### src/design/cuckoo_hash_anti_join_filter_defines.svh
// ----------------------------------------------------------------------------
// Cuckoo hash anti-join filter: assertion macros
// Shared assertion forms, clocked on clk and disabled during rst.
// ----------------------------------------------------------------------------
`ifndef CUCKOO_HASH_ANTI_JOIN_FILTER_DEFINES_SVH
`define CUCKOO_HASH_ANTI_JOIN_FILTER_DEFINES_SVH

// Same-cycle implication.
`define CHAF_ASSERT_IMP(lbl, ante, cons, msg) \
  lbl: assert property (@(posedge clk) disable iff (rst) (ante) |-> (cons)) \
    else $error(msg);

// Next-cycle implication.
`define CHAF_ASSERT_NXT(lbl, ante, cons, msg) \
  lbl: assert property (@(posedge clk) disable iff (rst) (ante) |=> (cons)) \
    else $error(msg);

`endif

### src/design/chaf_ram.sv
// ----------------------------------------------------------------------------
// Generic RAM
// One write port, one read port, read data registered.
// ----------------------------------------------------------------------------
`timescale 1ns / 1ps
`default_nettype none
module chaf_ram #(
  parameter int WIDTH = 8,
  parameter int DEPTH = 16
) (
  input  wire logic                     clk,
  input  wire logic                     we,
  input  wire logic [$clog2(DEPTH)-1:0] waddr,
  input  wire logic [WIDTH-1:0]         wdata,
  input  wire logic                     re,
  input  wire logic [$clog2(DEPTH)-1:0] raddr,
  output logic      [WIDTH-1:0]         rdata
);
  logic [WIDTH-1:0] mem [DEPTH];

  always_ff @(posedge clk) begin
    if (we) mem[waddr] <= wdata;
    if (re) rdata <= mem[raddr];
  end
endmodule
`default_nettype wire

### config.mk
export PLATFORM = sky130hd
export DESIGN_NAME = chaf_ram
export DESIGN_NICKNAME = d
export VERILOG_FILES = /design/src/design/cuckoo_hash_anti_join_filter_defines.svh /design/src/design/chaf_ram.sv
export SDC_FILE = /design/constraint.sdc
export NUM_CORES = 1
export LEC_CHECK = 0
export BUFFER_PORTS_ARGS = -buffer_cell sky130_fd_sc_hd__buf_4
export CAP_MARGIN = 5
export CORE_MARGIN = 8
export CORE_UTILIZATION = 60
export DETAILED_ROUTE_END_ITERATION = 12
export HOLD_SLACK_MARGIN = 0.03
export PLACE_DENSITY_LB_ADDON = 0.2
export SYNTH_ARGS = -nofsm -noshare
export SYNTH_HDL_FRONTEND = slang
export SYNTH_SLANG_ARGS = --single-unit
### constraint.sdc
create_clock -name clk -period 2 [get_ports clk]
set_input_delay 0.3 -clock clk [delete_from_list [all_inputs] [get_ports clk]]
set_output_delay 0.3 -clock clk [all_outputs]
set_load 0.01 [all_outputs]
Word level (Yosys, flattened, before mapping)
Memory sizes are Yosys's and may differ from the RTL's. A register that Yosys moved wholly into a read port is not among the register bits. Index checks and enable logic that the tools add are counted.

Bits of input ports: 19. Logic and storage cells: 3. Bits in registers: 0. Bits in writable memories: 128. Memories: 1.

Muxes and demuxes: 2.

Memory list: mem (words 16, width 8, rd ports 1, clocked after memory_dff 1, wr ports 1, RTL line chaf_ram.sv:19) `logic [WIDTH-1:0] mem [DEPTH];`.

Operators with widths (number): 2-to-1 mux 1 bit (2).

Longest topological paths before layout
Word-level depth: 2. Gate-level depth with buffers: 5. Depth with buffers taken out: 3.

Least setup slack after synthesis
OpenSTA, ideal clock, no wires.

Path type: input to register. From: in waddr[2]. To: mem mem[0][0], enable pin. Library setup time: 0.383 ns. Data arrival time: 1.410 ns. Data required time: 1.617 ns. Path buffers: 0. Stages: 2. Slack: 0.207 ns. Path through: or3b_2 nor3_1.

RTL lines: start: declaration (RTL line chaf_ram.sv:13) `input wire logic [$clog2(DEPTH)-1:0] waddr,`; end: declaration (RTL line chaf_ram.sv:19).

No word-level cell before the write port.

==> run_summary.xml <==
<?xml version="1.0" encoding="UTF-8"?>
<metrics>
  <group name="cts">
    <metric name="hold_buffers" unit="">0</metric>
    <metric name="cts_root_buffer" unit="">clkbuf_8</metric>
    <metric name="cts_buffer_depth" unit="">2</metric>
    <metric name="numClockSinks" unit="">136</metric>
    <metric name="clk_transition_reported_paths" unit="ns">0.06</metric>
    <metric name="cts_tree" unit="">yes</metric>
    <metric name="cts_inserted_buffers" unit="">17</metric>
    <metric name="cts_repair_resize_count" unit="">0</metric>
    <metric name="cts.repair_timing.setup_buffer_count" unit="">0</metric>
    <metric name="clk_latency" unit="ns">0.51</metric>
    <metric name="htree_num_levels" unit="">4</metric>
  </group>
  <group name="place">
    <metric name="placed_cells_incl_taps" unit="">376</metric>
    <metric name="pre_cts_slack" unit="ns">0.0843</metric>
    <metric name="place.port_buffers" unit="">26</metric>
    <metric name="place.gp.congestion" unit="">0.752</metric>
    <metric name="post-dp-hpwl" unit="um">6450</metric>
  </group>
  <group name="finish">
    <metric name="layoutNonFillerInstCount" unit="">408</metric>
    <metric name="n_antenna_cell" unit="">0</metric>
    <metric name="design.final.nets" unit="">306</metric>
    <metric name="flow.area_growth_from_synthesis" unit="%">19.4</metric>
    <metric name="post_route_cells_drive_above_1_share" unit="">0.320</metric>
  </group>
  <group name="outcome">
    <metric name="result_of_the_run" unit="">completed</metric>
  </group>
  <group name="timing">
    <metric name="setup_viol_count_final" unit="">0</metric>
    <metric name="min_period_over_period" unit="">0.764</metric>
    <metric name="tns" unit="ns">0</metric>
    <metric name="fin_ws" unit="ns">0.472</metric>
    <metric name="timing.clock.skew" unit="ns">0.00621</metric>
    <metric name="maximum_achievable_frequency" unit="MHz">654</metric>
    <metric name="slew_viol_final" unit="">0</metric>
    <metric name="maxSlewHeadroom" unit="">0.726</metric>
    <metric name="final_hold_viol_count" unit="">0</metric>
    <metric name="worst-slew-pin-transition" unit="ns">0.411</metric>
    <metric name="setup_repair_after_global_routing_missed_its_margin" unit="">false</metric>
    <metric name="finalCriticalPeriod" unit="ns">1.53</metric>
  </group>
  <group name="global_route">
    <metric name="grt_first_pass_wirelength" unit="um">15600</metric>
    <metric name="first_global_vias" unit="">2680</metric>
    <metric name="maximum_number_of_pins_on_one_net_before_global_route_repair" unit="">17</metric>
    <metric name="grt.overflow.total" unit="">0</metric>
    <metric name="grt_usage" unit="">0.190</metric>
    <metric name="antenna_found_initial" unit="">0</metric>
  </group>
  <group name="floorplan">
    <metric name="placementRows" unit="">34</metric>
    <metric name="ios" unit="">27</metric>
    <metric name="starting_density_of_the_core" unit="">0.608</metric>
    <metric name="floorplan.core_area" unit="mm2">0.00859</metric>
    <metric name="die-width" unit="um">109</metric>
    <metric name="die_area" unit="mm2">0.0120</metric>
    <metric name="chipHeight" unit="um">109</metric>
  </group>
  <group name="power">
    <metric name="static-leakage-power" unit="nW">2.13</metric>
    <metric name="peak_supply_drop" unit="mV">0.702</metric>
    <metric name="power_per_cell_area" unit="mW/mm2">1050</metric>
  </group>
  <group name="detailed_routing">
    <metric name="final_antenna_net_count" unit="">0</metric>
    <metric name="route.final.wire_length" unit="um">10200</metric>
    <metric name="vias" unit="">2503</metric>
    <metric name="mean_routed_wirelength_per_cell" unit="um">25.1</metric>
    <metric name="drt-pass1-iter-count" unit="">4</metric>
    <metric name="dr.first_iter.drc_count" unit="">255</metric>
    <metric name="post_drt_via_cell_ratio" unit="">6.13</metric>
    <metric name="remaining_drc_errors" unit="">0</metric>
  </group>
  <group name="yosys">
    <metric name="synth-edff-count" unit="">136</metric>
    <metric name="synthesis.yosys.warnings" unit="">0</metric>
    <metric name="synth_async_sr_flop_share" unit="">0</metric>
    <metric name="synth_nets" unit="">248</metric>
    <metric name="synth.avg_cell_area" unit="um2">22.8</metric>
    <metric name="number_of_library_cell_types_mapped_by_synthesis" unit="">18</metric>
    <metric name="synthDominantAreaCellType" unit="">edfxtp_1</metric>
    <metric name="post_synth_instance_area" unit="mm2">0.00523</metric>
    <metric name="most_instantiated_library_cell_after_synthesis" unit="">edfxtp_1</metric>
    <metric name="synth_ff_type" unit="">edfxtp_1</metric>
    <metric name="post-synth-top-area-fraction" unit="">0.781</metric>
    <metric name="syn_inst_count" unit="">229</metric>
    <metric name="post_synth_most_frequent_cells" unit="">edfxtp_1 (136), mux4_2 (18), a22oi_1 (16), mux4_1 (14), nor2_1 (13)</metric>
    <metric name="register_bit_count_reported_by_yosys" unit="">136</metric>
    <metric name="synth_top_cells_by_area" unit="">edfxtp_1 (78%), mux4_2 (7.8%), mux4_1 (7.0%)</metric>
    <metric name="ys_seq_area_frac" unit="">0.781</metric>
  </group>
  <group name="worst_setup_path">
    <metric name="category_of_the_most_critical_setup_path" unit="">reg -&gt; reg</metric>
    <metric name="critical_path_at" unit="ns">1.78</metric>
    <metric name="critical_path_peak_fanout" unit="">1</metric>
    <metric name="worst_setup_path_end_kind" unit="">register</metric>
    <metric name="crit_path_start_kind" unit="">register</metric>
    <metric name="cp_data_required_time" unit="ns">2.25</metric>
  </group>
  <group name="worst_hold_path">
    <metric name="hold_path.class" unit="">in -&gt; reg</metric>
  </group>
  <group name="run">
    <metric name="drv.max_cap_violation_count" unit="">0</metric>
  </group>
</metrics>
worst paths after layout:
path                                 start          to  slack, ns  cells after the start
worst max-delay path             mem[7][6]    rdata[6]       0.47                      3
worst min-delay path              wdata[2]  mem[13][2]       0.09                      1
worst max register to register   mem[7][6]    rdata[6]       0.47                      3
worst min register to register  mem[12][6]    rdata[6]       0.77                      3
logic make-up (layout without fill, tap and decap cells):
family	Yosys count	count (layout)	share of synthesized area
AND/OR/NAND/NOR	35	35	0.0314
multiplexers	32	32	0.148
flip-flops	136	136	0.781
buffers and inverters	10	81	0.0165
AO/OA/AOI/OAI	16	16	0.0230
layer usage:
metal	share of wire	routed length, um	vias up	GRT usage
met5	0	0	-	0
met4	0.011	113	0	0.0743
met2	0.51	5210	114	0.299
met3	0.085	871	9	0.0528
li1	-	-	1100	-
met1	0.40	4050	1280	0.248
sequential cells by signal (all words and copies together), names as in the netlist:
register / cells
mem: 128
rdata: 8
through the flow:
step                      instance area (um2)  power [W]  hold slack (ns)  utilization
after detailed placement                 5670    0.00361            0.606        0.660
after global routing                     6240    0.00674           0.0756        0.727
final                                    6240    0.00655           0.0862        0.727
after CTS                                6240    0.00659           0.0648        0.727
after floorplan                          5230    0.00345            0.399            -
after global placement                   5670    0.00360            0.605        0.660
power breakdown:
group | total [W] | switching [W] | internal [W]
Combinational | 0.000323 | 0.000174 | 0.000149
Sequential | 0.00323 | 0.0000192 | 0.00321
Clock | 0.00300 | 0.00112 | 0.00188
critical path: stages (launching register included):
cell and delay [ns]:
edfxtp_1 0.36, mux4_2 0.52, a22oi_1 0.29, nand2_1 0.10
area by class of cell:
class,instances,area (um2)
Multi-Input combinational cell,83,1060
Timing Repair Buffer,49,393
Sequential cell,136,4080
Clock inverter,14,156
Clock buffer,18,418
Tap cell,108,135
Fill cell,503,2350
cell usage in the layout, fill, tap and decap left out, types with 2 or more instances in the layout:
master,synthesis,layout
edfxtp_1,136,136
bufinv_16,0,3
mux4_2,18,18
a22oi_1,16,16
nand2b_1,2,2
clkinv_2,0,3
buf_4,1,47
buf_12,0,2
nand3b_1,2,2
nor2_1,13,13
clkinvlp_4,0,3
clkinv_1,0,3
nand2_1,9,9
mux4_1,14,14
clkbuf_16,0,16
nor3_1,4,4
(Power assumes the default switching activity.)
