`src/design/cuckoo_hash_anti_join_filter_defines.svh`:
```
// ----------------------------------------------------------------------------
// Cuckoo hash anti-join filter: assertion macros
// Shared assertion forms, clocked on clk and disabled during rst.
// ----------------------------------------------------------------------------
`ifndef CUCKOO_HASH_ANTI_JOIN_FILTER_DEFINES_SVH
`define CUCKOO_HASH_ANTI_JOIN_FILTER_DEFINES_SVH

// Same-cycle implication.
`define CHAF_ASSERT_IMP(lbl, ante, cons, msg) \
  lbl: assert property (@(posedge clk) disable iff (rst) (ante) |-> (cons)) \
    else $error(msg);

// Next-cycle implication.
`define CHAF_ASSERT_NXT(lbl, ante, cons, msg) \
  lbl: assert property (@(posedge clk) disable iff (rst) (ante) |=> (cons)) \
    else $error(msg);

`endif

```
`src/design/chaf_pkg.sv`:
```
// ----------------------------------------------------------------------------
// Cuckoo hash anti-join filter package
// Shared constants, types and status codes.
// ----------------------------------------------------------------------------
`timescale 1ns / 1ps
`default_nettype none
package chaf_pkg;

  localparam int TABLE_HALF_DEF    = 1024;
  localparam int MAX_KEY_WORDS_DEF = 3;
  // Number of key words the datapath carries: min(3, MAX_KEY_WORDS).
  localparam int KEY_CAP = (MAX_KEY_WORDS_DEF < 3) ? MAX_KEY_WORDS_DEF : 3;

  typedef enum logic [2:0] {
    ST_INSERTED   = 3'd0,
    ST_AGGREGATED = 3'd1,
    ST_DROPPED    = 3'd2,
    ST_PASS       = 3'd3,
    ST_FILTERED   = 3'd4
  } status_t;

  typedef struct packed {
    logic       start;
    logic [1:0] nwords;
  } hash_req_t;

  typedef struct packed {
    logic        valid;
    logic [31:0] w2;
    logic [31:0] w1;
    logic [31:0] w0;
    logic [31:0] cnt;
  } entry_t;

endpackage
`default_nettype wire

```
`src/design/chaf_hash.sv`:
```
// ----------------------------------------------------------------------------
// Cuckoo slot hash unit
// Folds one key word per cycle into the shift-add and multiplicative hashes.
// ----------------------------------------------------------------------------
`timescale 1ns / 1ps
`default_nettype none
module chaf_hash #(
  parameter int TABLE_HALF = chaf_pkg::TABLE_HALF_DEF
) (
  input  wire logic                            clk,
  input  wire logic                            rst,
  input  wire chaf_pkg::hash_req_t             req,
  input  wire logic [2:0][31:0]                words,
  output logic                                 done,
  output logic [$clog2(2*TABLE_HALF)-1:0]      slot1,
  output logic [$clog2(2*TABLE_HALF)-1:0]      slot2
);
  localparam int SW = $clog2(2*TABLE_HALF);
  localparam logic [31:0] MASK = 32'(TABLE_HALF - 1);
  localparam logic [31:0] HALF = 32'(TABLE_HALF);

  logic        busy;
  logic [1:0]  idx;
  logic [1:0]  nwords;
  logic [31:0] h1, h2;
  logic [31:0] w, mix, prod, s1_full, s2_full;

  assign w    = words[idx];
  assign mix  = w ^ (w >> 3);
  assign prod = h2 * mix;

  always_ff @(posedge clk) begin
    if (rst) begin
      busy <= 1'b0;
      done <= 1'b0;
      idx  <= '0;
    end else begin
      done <= 1'b0;
      if (req.start) begin
        busy   <= 1'b1;
        idx    <= '0;
        nwords <= req.nwords;
        h1     <= '0;
        h2     <= 32'd1;
      end else if (busy) begin
        h1  <= (h1 << 1) + w;
        h2  <= prod;
        idx <= idx + 2'd1;
        if (idx == nwords - 2'd1) begin
          busy <= 1'b0;
          done <= 1'b1;
        end
      end
    end
  end

  assign s1_full = h1 & MASK;
  assign s2_full = HALF + ((h2 ^ (h2 >> 3)) & MASK);
  assign slot1   = s1_full[SW-1:0];
  assign slot2   = s2_full[SW-1:0];
endmodule
`default_nettype wire

```
`config.mk`:
```
export PLATFORM = sky130hd
export DESIGN_NAME = chaf_hash
export DESIGN_NICKNAME = d
export VERILOG_FILES = /design/src/design/cuckoo_hash_anti_join_filter_defines.svh /design/src/design/chaf_pkg.sv /design/src/design/chaf_hash.sv
export SDC_FILE = /design/constraint.sdc
export NUM_CORES = 1
export LEC_CHECK = 0
export BUFFER_PORTS_ARGS = -buffer_cell sky130_fd_sc_hd__buf_2
export CAP_MARGIN = 20
export CORE_MARGIN = 4
export CORE_UTILIZATION = 55
export DETAILED_ROUTE_END_ITERATION = 16
export PLACE_DENSITY = 0.82
export SETUP_SLACK_MARGIN = 0.2
export SYNTH_ARGS = -nofsm -noshare
export SYNTH_HDL_FRONTEND = slang
export SYNTH_SLANG_ARGS = --single-unit
```
`constraint.sdc`:
```
create_clock -name clk -period 9.4 [get_ports clk]
set_clock_uncertainty 0.15 [all_clocks]
set_input_delay 0.94 -clock clk [delete_from_list [all_inputs] [get_ports clk]]
set_output_delay 0.94 -clock clk [all_outputs]
set_load 0.05 [all_outputs]
```
Word-level counts from Yosys, hierarchy flattened
Index checks and enable logic that the tools add are counted.
- bits in registers: 48
- output and inout port bits: 23
- bits of input ports: 101
- $add $sub $neg: 4
- multipliers: 1
- bitwise logic cells: 4
- equal/unequal tests: 1
- reductions and logical operators: 5
- $lt $le $gt $ge: 1
- multiplexer cells: 8
- operators with widths (operator ; number):
    32-bit binary-select mux with 2-bit select ; 1
    32-bit 2-to-1 mux ; 2
    32-bit by 32-bit multiplier with 32-bit output ; 1
    32-bit by 29-bit bitwise XOR with 32-bit output ; 1
    11-bit by 10-bit adder with 11-bit output (first input constant) ; 1
    10-bit adder ; 1
    10-bit 2-to-1 mux ; 1
    10-bit bitwise XOR ; 1
    1-bit 2-to-1 mux ; 4
    2-bit AND reduction ; 2
    2-bit by 3-bit < comparator with 1-bit output (second input constant) ; 1
    3-bit OR reduction ; 1
    2-bit by 1-bit adder with 2-bit output (second input constant) ; 1
    2-bit equality test ; 1
    1-bit NOT ; 2
    2-bit nonzero test ; 1
    2-bit OR reduction ; 1
    2-bit by 1-bit subtractor with 2-bit output (second input constant) ; 1

Logic depth before layout (Yosys ltp)
Gate-level depths: netlist (run 1).
- word-level depth: 5
- depth in mapped cells: 29
- depth with buffers taken out: 26

Worst setup path before layout (run 1)
OpenSTA, ideal clock, no wires.
- path type: input-to-reg
- from: in words[69] (netlist name)
- to: reg h2[12] (data pin)
- slack: 2.212 ns
- library setup time: 0.266 ns
- buffers on the path: 1
- stages: 25
- arrival time: 6.772 ns
- cells stage by stage: mux2i_1 > o2bb2ai_4 > xnor2_1 > clkbuf_1 > nor2b_1 > fa_1 > inv_1 > fa_1 > fa_1 > fa_1 > inv_1 > ha_1 > ha_1 > inv_1 > fa_1 > fa_1 > xor2_1 > xnor2_1 > xnor2_1 > xnor2_1 > xnor2_1 > xnor2_1 > xnor3_1 > xor2_1 > nor2_1
- cells in the longest elaborated chain, start to end: 5
- ends and longest elaborated chain (element ; RTL line ; text):
    start: declaration ; chaf_hash.sv:13 ; input wire logic [2:0][31:0] words,
    32-bit binary-select mux with 2-bit select ; chaf_hash.sv:28 ; assign w = words[idx];
    32-bit 2-to-1 mux (not written as such) ; chaf_hash.sv:28 ;
    32-bit by 29-bit bitwise XOR with 32-bit output ; chaf_hash.sv:29 ; assign mix = w ^ (w >> 3);
    32-bit by 32-bit multiplier with 32-bit output ; chaf_hash.sv:30 ; assign prod = h2 * mix;
    32-bit 2-to-1 mux ; chaf_hash.sv:45 ; end else if (busy) begin
    end signal: assignment ; chaf_hash.sv:47 ; h2 <= prod;
    end: declaration ; chaf_hash.sv:25 ; logic [31:0] h1, h2;
No other way between the ends. The select of a mux whose other input is x is not followed.
A chain may end at the register's enable or synchronous reset.

Worst setup path in the final report (run 1)
- from: reg idx[0]
- to: reg h2[12] (data pin)
- cells in the longest elaborated chain, start to end: 5
- ends and longest elaborated chain (element ; RTL line ; text):
    start: declaration ; chaf_hash.sv:23 ; logic [1:0] idx;
    start signal: assignment ; chaf_hash.sv:48 ; idx <= idx + 2'd1;
    32-bit binary-select mux with 2-bit select ; chaf_hash.sv:28 ;
    32-bit 2-to-1 mux (not written as such) ; chaf_hash.sv:28 ;
    32-bit by 29-bit bitwise XOR with 32-bit output ; chaf_hash.sv:29 ;
    32-bit by 32-bit multiplier with 32-bit output ; chaf_hash.sv:30 ;
    32-bit 2-to-1 mux ; chaf_hash.sv:45 ;
No other way between the ends. The select of a mux whose other input is x is not followed.

==> impl_results.md, run 1 <==
* # DRC at 0
* RSZ-0062 raised after global routing: false
* Relative slew slack at 41.1%
* Final min period at 8070 ps
* Ports at 124
* Met2 Track Usage GR at 39.8%
* Post-CTS Resized at 0
* Clock slew at reported path FFs at 70 ps
* Final #Nets at 753
* Design area at 0.00541 mm^2
* Maximum clock insertion buffer count at 2
* TritonCTS clock tree: yes
* First-pass GRT wire length at 18.6 mm
* Area of the die at 0.0105 mm^2
* Met3 usage at 3.38%
* Initial core utilization at 56.4%
* Share of cells above drive strength 1 at 20.1%
* DP HPWL at 8.80 mm
* Critical Path Fanout Max at 21
* Mapped Area at 0.00492 mm^2
* Most common cell after layout, fill and taps aside: buf_2
* Mapped Cells at 491
* Outcome: complete, no violations
* Post-DRT Antenna Nets at 0
* Yosys reg bits at 29
* Slew Limit Fails at 0
* Startpoint class of the critical path: register
* FILL cells at 709
* Area share of the leading cell type in the synthesized netlist at 18.7%
* Fin crit share at 85.8%
* Post-Route WL at 10.9 mm
* Antenna cell count at 0
* Die H at 103 um
* Mapped Nets at 692
* Leading register cell type out of synthesis: edfxtp_1
* Vias in the first global route at 4014
* Worst EP required at 9280 ps
* Post-synth EDFFs at 25
* Row count at 34
* Busiest metal layer after global routing: met2
* Dpl cell area at 0.00529 mm^2
* Total core area at 0.00872 mm^2
* Final setup viols at 0
* Via count at 3509
* Synth area leaders: fa_1 19%, edfxtp_1 15%, ha_1 14%
* DRT Pass-1 Iters at 4
* Sequential area share after synthesis at 16.9%
* Die W at 103 um
* Synth warn at 0
* Num CTS Buffers at 5
* Initial drt markers at 208
* Critical path class: reg2reg
* Via density at 5.31
* Port bufs at 73
* Max-Cap Viols at 0
* Post-synthesis cell type count at 42
* Area delta synth->final at 10.0%
* Initial antenna violation count at 0
* CTS Root Cell: clkbuf_8
* Met1 Usage GRT at 28.2%
* Setup Buffers After CTS at 0
* Setup total negative slack at 0 ps
* Synth area leader: fa_1
* H-Tree Depth at 2
* Gpl congestion at 0.863
* # hold bufs at CTS at 0
* Gr usage total at 22.5%
* Grt ovf at 0
* Fin. Hold Viols at 0
* Largest net degree at the start of global routing at 27
* F_max at 124 MHz
* Arrival @ worst endpoint at 7940 ps
* Synth Area per Inst at 10.0 um^2
* Asr flop ratio synth at 0%
* CTS sink count at 29
* Wirelength per Cell at 16.5 um
* Final core occ at 62.0%
* Hold WC Path Type: reg2reg
* Clock Latency Late Sink at 290 ps
* Most frequent cells in the layout: 73 x buf_2, 71 x inv_1, 54 x ha_1
* Slew @ Worst Pin at 877 ps
* Crit end category: register
==> registers in the layout, indices dropped and copies added, names as in the netlist <==
register and cells:
busy 1, nwords 2, done 1, h1 10, idx 2, h2 13
==> through the flow <==
stage | setup WS [ps] | hold WS, ps | std cells
3_5_place_dp | 1220 | 376 | 653
2_1_floorplan | 2210 | 350 | 491
4_1_cts | 1350 | 393 | 661
6_report | 1330 | 386 | 661
5_1_grt | 1010 | 416 | 661
3_3_place_gp | 1400 | 363 | 653
==> Yosys cell counts (2+ instances only) <==
library cell / instances
a21o_1: 4
a21oi_1: 13
and2_1: 18
and2b_1: 2
buf_12: 2
buf_4: 2
buf_6: 3
clkbuf_1: 16
conb_1: 2
dfxtp_1: 4
edfxtp_1: 25
fa_1: 46
ha_1: 54
inv_1: 71
mux2_2: 2
mux2i_1: 19
nand2_1: 35
nand2b_1: 7
nor2_1: 24
nor2b_1: 36
nor3_1: 4
o21ai_0: 6
o21bai_1: 4
o2bb2ai_1: 2
o2bb2ai_2: 5
o2bb2ai_4: 7
xnor2_1: 29
xnor2_2: 3
xnor3_1: 2
xor2_1: 30
xor2_2: 3
==> cell families (layout without fill, tap and decap cells) <==
| group | Yosys count | after routing | share of synthesized area [%] |
|---|---|---|---|
| buffers and inverters | 95 | 157 | 8.83 |
| multiplexers | 21 | 21 | 4.33 |
| AO/OA/AOI/OAI | 47 | 47 | 10.1 |
| flip-flops | 29 | 29 | 16.9 |
| AND/OR/NAND/NOR | 130 | 130 | 13.8 |
| adder cells (fa/ha/maj) | 100 | 100 | 32.5 |
| XOR/XNOR | 67 | 67 | 13.4 |
| other | 2 | 2 | 0.153 |
==> final timing paths <==
| kind | from | endpoint | slack [ps] | cells after the start |
|---|---|---|---|---|
| min | busy | done | 390 | 1 |
| max | idx[0] | h2[12] | 1330 | 25 |
| min reg2reg | busy | done | 390 | 1 |
| max reg2reg | idx[0] | h2[12] | 1330 | 25 |
==> layer usage <==
metal / vias to the layer above / wire (um)
met3: 19 / 766
met2: 107 / 5630
li1: 1677 / -
met5: - / 0
met1: 1706 / 4310
met4: 0 / 202
==> worst max-delay path, cell delays in order (launching register included) <==
cell       delay [ps]
dfxtp_1           310
buf_4             340
nor2b_4           680
o2bb2ai_2         230
xnor2_1           440
nor2b_1           130
fa_1              510
inv_1              50
fa_1              500
fa_1              540
fa_1              500
inv_1              50
ha_1              300
ha_1              280
inv_1              60
fa_1              530
fa_1              460
xor2_1            230
xnor2_1           160
xnor2_1           170
xnor2_1           170
xnor2_1           110
xnor2_1           310
xnor3_1           390
xor2_1            140
nor2_1             50
==> cell type report <==
type	instances	area (um^2)	area share [%]
multi-input cells	367	3650	67.5
flip-flops and latches	29	831	15.4
repair buffers	78	403	7.45
inverters	71	267	4.93
well taps	108	135	2.50
clock buffers	6	82.6	1.53
clock inverters	2	37.5	0.694
Power of run 1 is left out: the tool's default activity adds up to more than one toggle a clock period on the data nets, which glitch-free logic cannot reach.
==> run 2: changes to the inputs <==
==> constraint.sdc (replaced) <==
create_clock -name clk -period 9.4 [get_ports clk]
set_clock_uncertainty 0.15 [all_clocks]
set_input_delay 1.88 -clock clk [delete_from_list [all_inputs] [get_ports clk]]
set_output_delay 1.88 -clock clk [all_outputs]
set_load 0.05 [all_outputs]
==> run 2 against run 1 <==
  * Register-to-register slack worse by 110 ps
  * Global-route usage is 0.075 points higher
  * Die area unchanged
  * Sequential cell count unchanged
  * Sequential share of layout area about the same
  * Via count increased by 0.43%
  * Critical path type is now in2reg
  * Critical endpoint unchanged
==> impl_results.md, run 2 (synthesis results as in run 1) <==
* Outcome: complete, no violations
* Largest net degree at the start of global routing at 27 (unchanged)
* Setup total negative slack at 0 ps (unchanged)
* Final core occ at 62.1% (+0.086 points)
* Ports at 124 (unchanged)
* Via count at 3524 (+0.43%)
* CP max-delay cell: fa_1
* Crit end category: register
* Initial core utilization at 56.4% (unchanged)
* Final #Nets at 754 (+0.13%)
* CTS sink count at 29 (unchanged)
* Most frequent cells in the layout: 73 x buf_2, 71 x inv_1, 54 x ha_1
* Port bufs at 73 (unchanged)
* TritonCTS clock tree: yes
* F_max at 115 MHz (-7.5%)
* Reg2reg start: idx[1]
* Area of the die at 0.0105 mm^2 (unchanged)
* Num CTS Buffers at 5 (unchanged)
* Die W at 103 um (unchanged)
* Worst EP required at 9280 ps (about the same)
* Final min period at 8720 ps (+655 ps)
* Hold depth at 1 (unchanged)
* # DRC at 0 (unchanged)
* Cell mode on critical path: fa_1
* First-pass GRT wire length at 18.3 mm (-1.3%)
* Total core area at 0.00872 mm^2 (unchanged)
* H-Tree Depth at 2 (unchanged)
* Vias in the first global route at 3924 (-2.2%)
* Area of the multi-input gates at 0.00365 mm^2 (unchanged)
* R2R setup slack at 1220 ps (-110 ps)
* Slew @ Worst Pin at 715 ps (-162 ps)
* Reg2reg end: h2[12]
* Startpoint class of the critical path: input port
* FILL cells at 704 (-0.71%)
* Die H at 103 um (unchanged)
* Share of cells above drive strength 1 at 20.2% (+0.14 points)
* Hold Path Sink: done
* Initial drt markers at 258 (+24%)
* Hold Startpoint: busy
* Clock Latency Late Sink at 280 ps (about the same)
* Leading registers by flop count: h2 (13), h1 (10)
* RSZ-0062 raised after global routing: false
* Critical path class: in2reg
* Max reg flops at 13 (unchanged)
* DP HPWL at 8.76 mm (-0.44%)
* Maximum clock insertion buffer count at 2 (unchanged)
* Post-CTS Resized at 0 (unchanged)
* Arrival @ worst endpoint at 8600 ps (+660 ps)
* Via density at 5.32 (+0.28%)
* Gr usage total at 22.5% (+0.075 points)
* Fin crit share at 92.8% (+7.0 points)
* Hold WC Path Type: reg2reg
* Wirelength per Cell at 16.4 um (-0.62%)
* Slew Limit Fails at 0 (unchanged)
* Area delta synth->final at 10.2%
* Gpl congestion at 0.866 (+0.35%)
* Row count at 34 (unchanged)
* Post-DRT Antenna Nets at 0 (unchanged)
* Final setup viols at 0 (unchanged)
* Most common cell after layout, fill and taps aside: buf_2
* Antenna cell count at 0 (unchanged)
* Relative slew slack at 52.2% (+11 points)
* Top reg by flops: h2
* Post-Route WL at 10.9 mm (-0.47%)
* Critical path's largest stage delay at 530 ps (-150 ps)
* Setup Buffers After CTS at 0 (unchanged)
* Critical Path Fanout Max at 10 (-52%)
* Fin. Hold Viols at 0 (unchanged)
* # hold bufs at CTS at 0 (unchanged)
* Grt ovf at 0 (unchanged)
* Worst setup path startpoint: words[67]
* FF/Latch Area at 831 um^2 (unchanged)
* Max-Cap Viols at 0 (unchanged)
* Cells on worst reg2reg path at 25 (unchanged)
* Clock slew at reported path FFs at 70 ps (about the same)
* Initial antenna violation count at 0 (unchanged)
* CTS Root Cell: clkbuf_8
* DRT Pass-1 Iters at 4 (unchanged)
-- run 2: cell types whose count changed in the layout (fill, tap and decap cells not counted) --
cell	before	now
buf_4	5	6
-- run 2: per-stage QoR --
stage | area, um^2 | worst slack, ps | hold slack (ps) | instances
after floorplan | 4920 | 1270 | 350 | 491
final | 5420 | 677 | 380 | 662
after CTS | 5420 | 676 | 379 | 662
after global placement | 5300 | 631 | 364 | 654
after global routing | 5420 | 300 | 404 | 662
after detailed placement | 5300 | 371 | 370 | 654
-- run 2: area by class of cell --
class                           instances  area share [%]
Clock buffer                            6            1.52
Tap cell                              108            2.49
Clock inverter                          2           0.693
Sequential cell                        29            15.3
Multi-Input combinational cell        367            67.5
Timing Repair Buffer                   79            7.58
Inverter                               71            4.92
-- run 2: critical path: cells and delay by family --
kind | cells | cell delay (ps)
xor+xnor | 9 | 2220
mux | 1 | 260
buf+inv | 4 | 260
fa+ha+maj | 8 | 3640
compound gates | 1 | 150
simple gates | 2 | 190
-- run 2: layer usage --
layer	track usage [%]	vias to the layer above	wire [um]
met2	40.9	116	5650
met3	2.50	12	724
li1	-	1679	-
met5	0	-	0
met4	6.86	0	171
met1	28.1	1717	4320
-- run 2: worst max path at each step --
stage              to  depth (start not counted)
2_1_floorplan  h2[12]                         25
3_3_place_gp   h2[12]                         25
3_5_place_dp   h2[12]                         25
4_1_cts        h2[12]                         25
5_1_grt        h2[12]                         25
6_report       h2[12]                         25
Power of run 2 is left out for the same reason.
==> run 3: changes to the inputs <==
Settings changed: PLACE_DENSITY 0.82 to 0.92.
==> run 3 against run 2 <==
  * First-iteration DRC count decreased by 32%
  * Highest routed layer unchanged
  * Die area unchanged
  * Critical path depth unchanged
  * Critical path type unchanged
==> impl_results.md, run 3 (synthesis results as in run 1) <==
* Hold Path Sink: done
* Relative slew slack at 28.3% (-24 points)
* Area of the die at 0.0105 mm^2 (unchanged)
* RSZ-0062 raised after global routing: false
* Critical path's largest stage delay at 740 ps (+210 ps)
* Wirelength per Cell at 17.2 um (+4.8%)
* Ports at 124 (unchanged)
* Maximum clock insertion buffer count at 2 (unchanged)
* Post-DRT Antenna Nets at 0 (unchanged)
* Clock slew at reported path FFs at 70 ps (about the same)
* Cells after DPL at 651 (-0.46%)
* Initial drt markers at 176 (-32%)
* Hold WC Path Type: reg2reg
* Critical Path Fanout Max at 11 (+1)
* Row count at 34 (unchanged)
* Via count at 3630 (+3.0%)
* R2R setup slack at 1280 ps (+60 ps)
* Via density at 5.51 (+3.5%)
* Most common cell after layout, fill and taps aside: buf_2
* Reg2reg end: h2[12]
* Arrival @ worst endpoint at 8760 ps (+160 ps)
* TritonCTS clock tree: yes
* Most frequent cells in the layout: 73 x buf_2, 71 x inv_1, 54 x ha_1
* Final setup viols at 0 (unchanged)
* Initial antenna violation count at 0 (unchanged)
* Worst EP required at 9270 ps (about the same)
* Gpl congestion at 0.913 (+5.5%)
* # DRC at 0 (unchanged)
* Slew Limit Fails at 0 (unchanged)
* Die W at 103 um (unchanged)
* Leading registers by flop count: h2 (13), h1 (10)
* Area delta synth->final at 9.88%
* Port bufs at 73 (unchanged)
* Cells on worst reg2reg path at 25 (unchanged)
* Post-route insts no fill at 659 (-0.45%)
* Hold depth at 1 (unchanged)
* Grt ovf at 0 (unchanged)
* # hold bufs at CTS at 0 (unchanged)
* DP HPWL at 9.06 mm (+3.5%)
* Setup total negative slack at 0 ps (unchanged)
* Die H at 103 um (unchanged)
* DRT Pass-1 Iters at 5 (+1)
* Final min period at 8890 ps (+172 ps)
* Antenna cell count at 0 (unchanged)
* H-Tree Depth at 2 (unchanged)
* Largest net degree at the start of global routing at 27 (unchanged)
* Outcome: complete, no violations
* Reg2reg start: idx[0]
* Vias in the first global route at 4056 (+3.4%)
* Startpoint class of the critical path: input port
* Fin. Hold Viols at 0 (unchanged)
* Hold Startpoint: busy
* Dpl cell area at 0.00529 mm^2 (about the same)
* Gr usage total at 23.2% (+0.70 points)
* Total core area at 0.00872 mm^2 (unchanged)
* Initial core utilization at 56.4% (unchanged)
* CP max-delay cell: xnor2_1
* Crit end category: register
* Slew @ Worst Pin at 1070 ps (+357 ps)
* Design area at 0.00540 mm^2 (-0.28%)
* Final #Nets at 751 (-0.40%)
* Clock Latency Late Sink at 280 ps (about the same)
* Post-CTS Resized at 0 (unchanged)
* Setup Buffers After CTS at 0 (unchanged)
* Critical path class: in2reg
* CTS sink count at 29 (unchanged)
* Worst Path Buf+Inv at 4 (unchanged)
* Family with the most delay on the worst path: adder cells
* Num CTS Buffers at 5 (unchanged)
* F_max at 112 MHz (-1.9%)
* Top reg by flops: h2
* Share of cells above drive strength 1 at 19.6% (-0.62 points)
* Fin crit share at 94.6% (+1.8 points)
* First-pass GRT wire length at 19.1 mm (+4.0%)
* Post-Route WL at 11.3 mm (+4.4%)
* Max reg flops at 13 (unchanged)
* CTS Root Cell: clkbuf_8
* Max-Cap Viols at 0 (unchanged)
==> run 3: worst register-to-register path, stage by stage (launching register included) <==
cell       delay (ps)
dfxtp_1           310
buf_4             340
nor2b_4           710
o2bb2ai_2         240
xnor2_1           450
nor2b_1           170
fa_1              530
inv_1              60
fa_1              510
fa_1              520
fa_1              500
inv_1              40
ha_1              280
ha_1              270
inv_1              50
fa_1              530
fa_1              460
xor2_1            230
xnor2_1           170
xnor2_1           150
xnor2_1           160
xnor2_1           120
xnor2_1           320
xnor3_1           400
xor2_1            150
nor2_1             60
==> run 3: how the worst max path moves through the flow <==
stage,cells past startpoint,end,startpoint
finish,25,h2[12],words[69]
floorplan,25,h2[12],words[69]
global placement,25,h2[12],words[69]
global route,25,h2[12],words[69]
CTS,25,h2[12],words[69]
detailed placement,25,h2[12],words[69]
==> run 3: routing by layer <==
layer	vias up	routed length, um	global-route usage, %
li1	1675	-	-
met5	-	0	0
met4	0	263	7.67
met3	24	727	2.44
met2	150	5960	42.5
met1	1781	4390	28.5
==> run 3: through the flow <==
| step | hold slack [ps] | worst slack [ps] | utilization [%] |
|---|---|---|---|
| 3_3_place_gp | 370 | 497 | 60.4 |
| 2_1_floorplan | 350 | 1270 | - |
| 4_1_cts | 387 | 545 | 61.9 |
| 3_5_place_dp | 377 | 283 | 60.7 |
| 6_report | 388 | 506 | 61.9 |
| 5_1_grt | 412 | 235 | 61.9 |
==> run 3: layout make-up <==
| type | count | area, um^2 |
|---|---|---|
| inverters | 71 | 267 |
| flip-flops and latches | 29 | 831 |
| fillers | 666 | 3320 |
| multi-input cells | 367 | 3650 |
| repair buffers | 76 | 408 |
| clock inverters | 2 | 35.0 |
| well taps | 108 | 135 |
| clock buffers | 6 | 72.6 |
Power of run 3 is left out for the same reason.
